### src/sv/stc_pkg.sv
// Shared types, sizes and helper functions for the strided transposed convolution block.
// No dependencies; stc_front, stc_back, the top level and the testbench import this package.
package stc_pkg;

    localparam int MAX_IN_DIM       = 32;
    localparam int MAX_FILTER_DIM   = 8;
    localparam int MAX_STRIDE       = 4;
    localparam int MAX_IN_CHANNELS  = 8;
    localparam int MAX_OUT_CHANNELS = 4;

    function automatic int f_bits(input int n);
        int b;
        b = 1;
        while ((1 << b) < n) b++;
        return b;
    endfunction

    localparam int ACT_DEPTH = MAX_IN_DIM * MAX_IN_DIM * MAX_IN_CHANNELS;
    localparam int WGT_DEPTH = MAX_FILTER_DIM * MAX_FILTER_DIM * MAX_OUT_CHANNELS
                             * MAX_IN_CHANNELS;
    localparam int RES_DIM   = (MAX_IN_DIM - 1) * MAX_STRIDE + MAX_FILTER_DIM;
    localparam int OUT_DEPTH = RES_DIM * RES_DIM * MAX_OUT_CHANNELS;

    localparam int ACT_AW = f_bits(ACT_DEPTH);
    localparam int WGT_AW = f_bits(WGT_DEPTH);
    localparam int OUT_AW = f_bits(OUT_DEPTH);

    localparam int OPC_W      = 2;
    localparam int IDX_W      = 17;
    localparam int SAMPLE_W   = 16;
    localparam int ACC_W      = 48;
    localparam int CFG_IDX_W  = 4;
    localparam int CFG_DATA_W = 6;

    localparam int DIM_W  = f_bits(MAX_IN_DIM + 1);
    localparam int FDIM_W = f_bits(MAX_FILTER_DIM + 1);
    localparam int STR_W  = f_bits(MAX_STRIDE + 1);
    localparam int ICH_W  = f_bits(MAX_IN_CHANNELS + 1);
    localparam int OCH_W  = f_bits(MAX_OUT_CHANNELS + 1);
    localparam int RD_W   = f_bits(RES_DIM + 1);
    localparam int I_W    = f_bits(MAX_IN_DIM);
    localparam int FI_W   = f_bits(MAX_FILTER_DIM);
    localparam int C_W    = f_bits(MAX_IN_CHANNELS);
    localparam int O_W    = f_bits(MAX_OUT_CHANNELS);

    localparam int HI_IN_DIM  = (32 < MAX_IN_DIM) ? 32 : MAX_IN_DIM;
    localparam int HI_FDIM    = (8 < MAX_FILTER_DIM) ? 8 : MAX_FILTER_DIM;
    localparam int HI_STRIDE  = (4 < MAX_STRIDE) ? 4 : MAX_STRIDE;
    localparam int HI_IN_CH   = (8 < MAX_IN_CHANNELS) ? 8 : MAX_IN_CHANNELS;
    localparam int HI_OUT_CH  = (4 < MAX_OUT_CHANNELS) ? 4 : MAX_OUT_CHANNELS;

    localparam int Q_DEPTH = 4;
    localparam int Q_AW    = 2;

    localparam logic [OPC_W-1:0] OP_LOAD_ACT = 2'd0;
    localparam logic [OPC_W-1:0] OP_LOAD_WGT = 2'd1;
    localparam logic [OPC_W-1:0] OP_RUN      = 2'd2;
    localparam logic [OPC_W-1:0] OP_READ     = 2'd3;

    localparam logic [CFG_IDX_W-1:0] REG_IN_HEIGHT     = 4'd0;
    localparam logic [CFG_IDX_W-1:0] REG_IN_WIDTH      = 4'd1;
    localparam logic [CFG_IDX_W-1:0] REG_FILTER_HEIGHT = 4'd2;
    localparam logic [CFG_IDX_W-1:0] REG_FILTER_WIDTH  = 4'd3;
    localparam logic [CFG_IDX_W-1:0] REG_STRIDE_H      = 4'd4;
    localparam logic [CFG_IDX_W-1:0] REG_STRIDE_W      = 4'd5;
    localparam logic [CFG_IDX_W-1:0] REG_IN_CHANNELS   = 4'd6;
    localparam logic [CFG_IDX_W-1:0] REG_OUT_CHANNELS  = 4'd7;

    typedef enum logic [1:0] {K_LOAD_ACT, K_LOAD_WGT, K_RUN, K_READ} t_kind;

    typedef struct packed {
        t_kind                       kind;
        logic [IDX_W-1:0]            idx;
        logic signed [SAMPLE_W-1:0]  value;
        logic                        in_range;
    } t_cmd;

    typedef struct packed {
        logic [DIM_W-1:0]  h;
        logic [DIM_W-1:0]  w;
        logic [FDIM_W-1:0] fh;
        logic [FDIM_W-1:0] fw;
        logic [STR_W-1:0]  sh;
        logic [STR_W-1:0]  sw;
        logic [ICH_W-1:0]  ic;
        logic [OCH_W-1:0]  oc;
    } t_dims;

    typedef struct packed {
        logic signed [ACC_W-1:0] value;
        logic [IDX_W-1:0]        idx;
        logic                    run_done;
    } t_result;

    typedef struct packed {
        logic init_done;
    } t_status;

    function automatic logic [15:0] f_clamp(input logic [15:0] v, input int hi);
        logic [15:0] r;
        r = v;
        if (v == 16'd0) r = 16'd1;
        else if (v > 16'(hi)) r = 16'(hi);
        return r;
    endfunction

endpackage

### src/sv/stc_front.sv
// Front end: accepts input beats, classifies them, drops out-of-range loads and queues the rest.
// Depends on stc_pkg.
module stc_front (
    input  logic                              i_clk,
    input  logic                              i_rst_n,
    input  logic                              i_in_valid,
    output logic                              o_in_ready,
    input  logic [stc_pkg::OPC_W-1:0]         i_opcode,
    input  logic [stc_pkg::IDX_W-1:0]         i_word_index,
    input  logic signed [stc_pkg::SAMPLE_W-1:0] i_sample_value,
    input  stc_pkg::t_status                  i_status,
    output logic                              o_head_valid,
    output stc_pkg::t_cmd                     o_head,
    input  logic                              i_pop
);
    import stc_pkg::*;

    t_cmd            r_queue [Q_DEPTH];
    logic [Q_AW-1:0] r_wr_ptr;
    logic [Q_AW-1:0] r_rd_ptr;
    logic [Q_AW:0]   r_count;
    t_cmd            w_cmd;
    logic            w_keep;
    logic            w_push;

    always_comb begin
        w_cmd.idx      = i_word_index;
        w_cmd.value    = i_sample_value;
        w_cmd.kind     = K_RUN;
        w_cmd.in_range = 1'b1;
        case (i_opcode)
            OP_LOAD_ACT: begin
                w_cmd.kind     = K_LOAD_ACT;
                w_cmd.in_range = i_word_index < IDX_W'(ACT_DEPTH);
            end
            OP_LOAD_WGT: begin
                w_cmd.kind     = K_LOAD_WGT;
                w_cmd.in_range = i_word_index < IDX_W'(WGT_DEPTH);
            end
            OP_RUN: begin
                w_cmd.kind = K_RUN;
            end
            OP_READ: begin
                w_cmd.kind     = K_READ;
                w_cmd.in_range = i_word_index < IDX_W'(OUT_DEPTH);
            end
            default: begin
                w_cmd.kind = K_RUN;
            end
        endcase
        w_keep = w_cmd.in_range || (w_cmd.kind == K_RUN) || (w_cmd.kind == K_READ);
    end

    assign o_in_ready   = (r_count != (Q_AW + 1)'(Q_DEPTH)) && i_status.init_done;
    assign w_push       = i_in_valid && o_in_ready && w_keep;
    assign o_head_valid = r_count != '0;
    assign o_head       = r_queue[r_rd_ptr];

    always_ff @(posedge i_clk) begin
        if (w_push) begin
            r_queue[r_wr_ptr] <= w_cmd;
        end
        if (!i_rst_n) begin
            r_wr_ptr <= '0;
            r_rd_ptr <= '0;
            r_count  <= '0;
        end else begin
            if (w_push) r_wr_ptr <= r_wr_ptr + 1'b1;
            if (i_pop) r_rd_ptr <= r_rd_ptr + 1'b1;
            case ({w_push, i_pop})
                2'b10:   r_count <= r_count + 1'b1;
                2'b01:   r_count <= r_count - 1'b1;
                default: r_count <= r_count;
            endcase
        end
    end
endmodule

### config.mk
export PLATFORM = sky130hd
export DESIGN_NAME = stc_front
export DESIGN_NICKNAME = d
export VERILOG_FILES = /design/src/sv/stc_pkg.sv /design/src/sv/stc_front.sv
export SDC_FILE = /design/constraint.sdc
export NUM_CORES = 1
export LEC_CHECK = 0
export ABC_AREA = 1
export BUFFER_PORTS_ARGS = -buffer_cell sky130_fd_sc_hd__buf_2
export CORE_ASPECT_RATIO = 1.2
export CORE_MARGIN = 2
export CORE_UTILIZATION = 40
export DETAILED_ROUTE_END_ITERATION = 16
export PLACE_DENSITY_LB_ADDON = 0.1
export SKIP_LAST_GASP = 1
export SYNTH_ARGS = -nofsm -noshare
export SYNTH_HDL_FRONTEND = slang
export SYNTH_SLANG_ARGS = --single-unit
### constraint.sdc
create_clock -name i_clk -period 3.2 [get_ports i_clk]
set_input_delay 0.32 -clock i_clk [delete_from_list [all_inputs] [get_ports i_clk]]
set_output_delay 0.32 -clock i_clk [all_outputs]
set_load 0.02 [all_outputs]
==> results.toml <==
[critical_path]
cp-end-kind = "primary output"
crit_path_start_kind = "register"
worstPathArrival_ns = 2.30
critical_path_required_ns = 2.88
worstPathMaxFanout = 38
path_class = "reg2out"

[final_layout]
ff_latch_area_mm2 = 0.00451
multiInputGateArea_mm2 = 0.00120
final_layout_size_suffix_gt1_share_pct = 24.0
num-nets-final = 554
filler_cell_count = 1274
n_antenna_cell = 0
syn2layout_area_growth_pct = 20.0

[run_status]
status = "completed"

[detailed_routing]
wirelength_mm = 11.9
wl_per_cell_um = 17.0
drc = 0
ant_nets = 0
drt_pre_antenna_iters = 4
first_iter_violations = 205
route.vias.total = 3554
route.detailed.vias_per_inst = 5.11

[cts]
worst_setup_hold_path_clk_slew_ns = 0.06
number_of_buffers_added_to_fix_hold_violations_after_cts = 0
cts_max_path_buffers = 2
cts_buffers = 17
tritoncts_clock_tree = "built"
cts.root.buffer_cell = "sky130_fd_sc_hd__clkbuf_16"
numClockSinks = 153
post_cts_resized = 0
cts_setup_buffers = 0
htree_levels = 4
clk-insertion-delay-late_ns = 0.42

[sta]
number_of_hold_slack_violations_in_the_final_timing_report = 0
finalSetupTns_ns = 0
period_share_pct = 81.9
slew-limit-headroom_pct = 52.6
grt_setup_unrepaired = "no"
fmax_mhz = 382
min_period_ns = 2.62
timing_worst_slew_pin_value_ns = 0.711
finalSetupViolCount = 0
worst_clock_skew_ns = 0.00486
timing_max_transition_violations_final = 0

[power]
p_sw_w = 0.00105
worst_ir_drop_vdd_mv = 0.342
p_leak_nw = 2.51
sw_frac_of_total_pct = 22.3
finalPower_w = 0.00469
power_density_normalized_to_cell_area_mw_per_mm2 = 665
pwr-share-comb_pct = 8.3
power_frac_seq_pct = 47.9
part_of_the_power_in_the_clock_network_pct = 43.7
internal_power_w = 0.00365

[placed_design]
gp_weighted_congestion = 0.709
detailed_place_hpwl_mm = 6.65
io_buffers = 77

[synth]
post_synth_inst_count = 430
edff_count_synth = 144
average_cell_area_after_synthesis_um2 = 13.7
synth_top_cells_by_count = "sky130_fd_sc_hd__edfxtp_1, sky130_fd_sc_hd__nor2_1, sky130_fd_sc_hd__o21ai_0"
netlist.area_leader.share_pct = 73.5
most_frequently_used_flop_master_after_synthesis = "sky130_fd_sc_hd__edfxtp_1"
syn_area_mm2 = 0.00588
netlist_cell_types = 25
netlist.top_cell.by_area = "sky130_fd_sc_hd__edfxtp_1"
yosys_warnings = 0
synth_seq_area_share_pct = 76.6
async_set_or_reset_register_ratio_after_synthesis_pct = 0
yosys_register_bits = 153
most_common_cell_in_the_synthesized_netlist = "sky130_fd_sc_hd__edfxtp_1"
synth_nets = 476
synth.top_cells.by_area = "sky130_fd_sc_hd__edfxtp_1, sky130_fd_sc_hd__o21ai_0, sky130_fd_sc_hd__nor2_1, sky130_fd_sc_hd__o22ai_1, sky130_fd_sc_hd__dfxtp_1"

[floorplanning]
start_util_pct = 41.0
design.die.area_mm2 = 0.0157
dieHeight_um = 137
ios = 78
core-area_mm2 = 0.0144
placement_rows = 48
die_width_um = 115

[global_route]
gr-usage-all-layers_pct = 16.3
grt_antenna_before_repair = 0
grt_pass1_wl_mm = 18.7
grt_start_max_net_pins = 73
via_count_of_the_first_global_routing_pass = 3474
gr-total-overflow = 0

[hold_path]
worstHoldPathType = "in2reg"

[job]
drv_cap = 0
-- cells in the final DEF (no fill, tap or decap), drive strengths merged --
cell / netlist / routed
fa: 1 / 1
clkinv: 1 / 7
nor2: 87 / 87
buf: 18 / 83
a21oi: 6 / 6
clkinvlp: 0 / 3
bufinv: 0 / 4
o21ai: 80 / 80
inv: 20 / 20
nand2: 12 / 12
dfxtp: 9 / 9
or2: 1 / 1
o22ai: 36 / 36
clkbuf: 6 / 19
edfxtp: 144 / 144
ha: 5 / 5
nand3: 4 / 4
-- per-layer routing --
layer	global-route usage (%)	routed length (um)	vias up
li1	-	-	1727
met2	25.0	5870	85
met4	7.11	144	0
met5	0	0	-
met3	4.74	576	8
met1	21.6	5260	1734
-- path summary, 6_finish.rpt --
kind | start | end | slack (ns) | depth (start not counted)
worst max-delay path | register | o_head[0] | 0.58 | 4
worst min register to register | r_rd_ptr[1] | r_rd_ptr[1] | 0.45 | 1
worst min-delay path | i_word_index[5] | r_queue[3][22] | 0.11 | 1
worst max register to register | r_count[1] | r_count[2] | 1.21 | 12
-- power groups by stage --
| stage | combinational (W) | clock [W] | sequential [W] |
|---|---|---|---|
| after floorplan | 0.000257 | 0 | 0.00228 |
| after global routing | 0.000435 | 0.00219 | 0.00225 |
| after CTS | 0.000400 | 0.00209 | 0.00225 |
| after global placement | 0.000393 | 0 | 0.00229 |
| after detailed placement | 0.000399 | 0 | 0.00229 |
| final | 0.000391 | 0.00205 | 0.00225 |
-- layout make-up --
class | instances | share of cell area [%]
repair buffers | 83 | 6.28
multi-input cells | 232 | 17.0
well taps | 175 | 3.10
inverters | 21 | 1.17
clock buffers | 19 | 6.13
clock inverters | 13 | 2.52
flip-flops and latches | 153 | 63.8
-- stage by stage --
step	setup slack, ns	std cells	area, um2	hold WS [ns]	utilization, %
2_1_floorplan	0.517	430	5880	0.412	-
3_3_place_gp	1.05	664	6450	0.428	44.9
3_5_place_dp	1.02	664	6450	0.445	44.9
4_1_cts	0.557	696	7060	0.0910	49.2
5_1_grt	0.373	696	7060	0.102	49.2
6_report	0.580	696	7060	0.112	49.2
-- critical path: stages, from the launching register on --
cell	delay [ns]
sky130_fd_sc_hd__dfxtp_2	0.76
sky130_fd_sc_hd__buf_4	0.45
sky130_fd_sc_hd__o21ai_0	0.15
sky130_fd_sc_hd__o22ai_1	0.26
sky130_fd_sc_hd__buf_2	0.22
-- state kept, by name, summed over array words and instances (netlist names), named ones only --
name      count
r_rd_ptr      2
r_count       3
r_wr_ptr      2
r_queue     144
-- kinds of logic after synthesis --
logic type | synth area share (%)
flip-flops | 76.6
AO/OA/AOI/OAI | 11.2
buffers and inverters | 3.55
AND/OR/NAND/NOR | 7.28
adder cells (fa/ha/maj) | 1.40
Power figures use the tool's default switching activity.
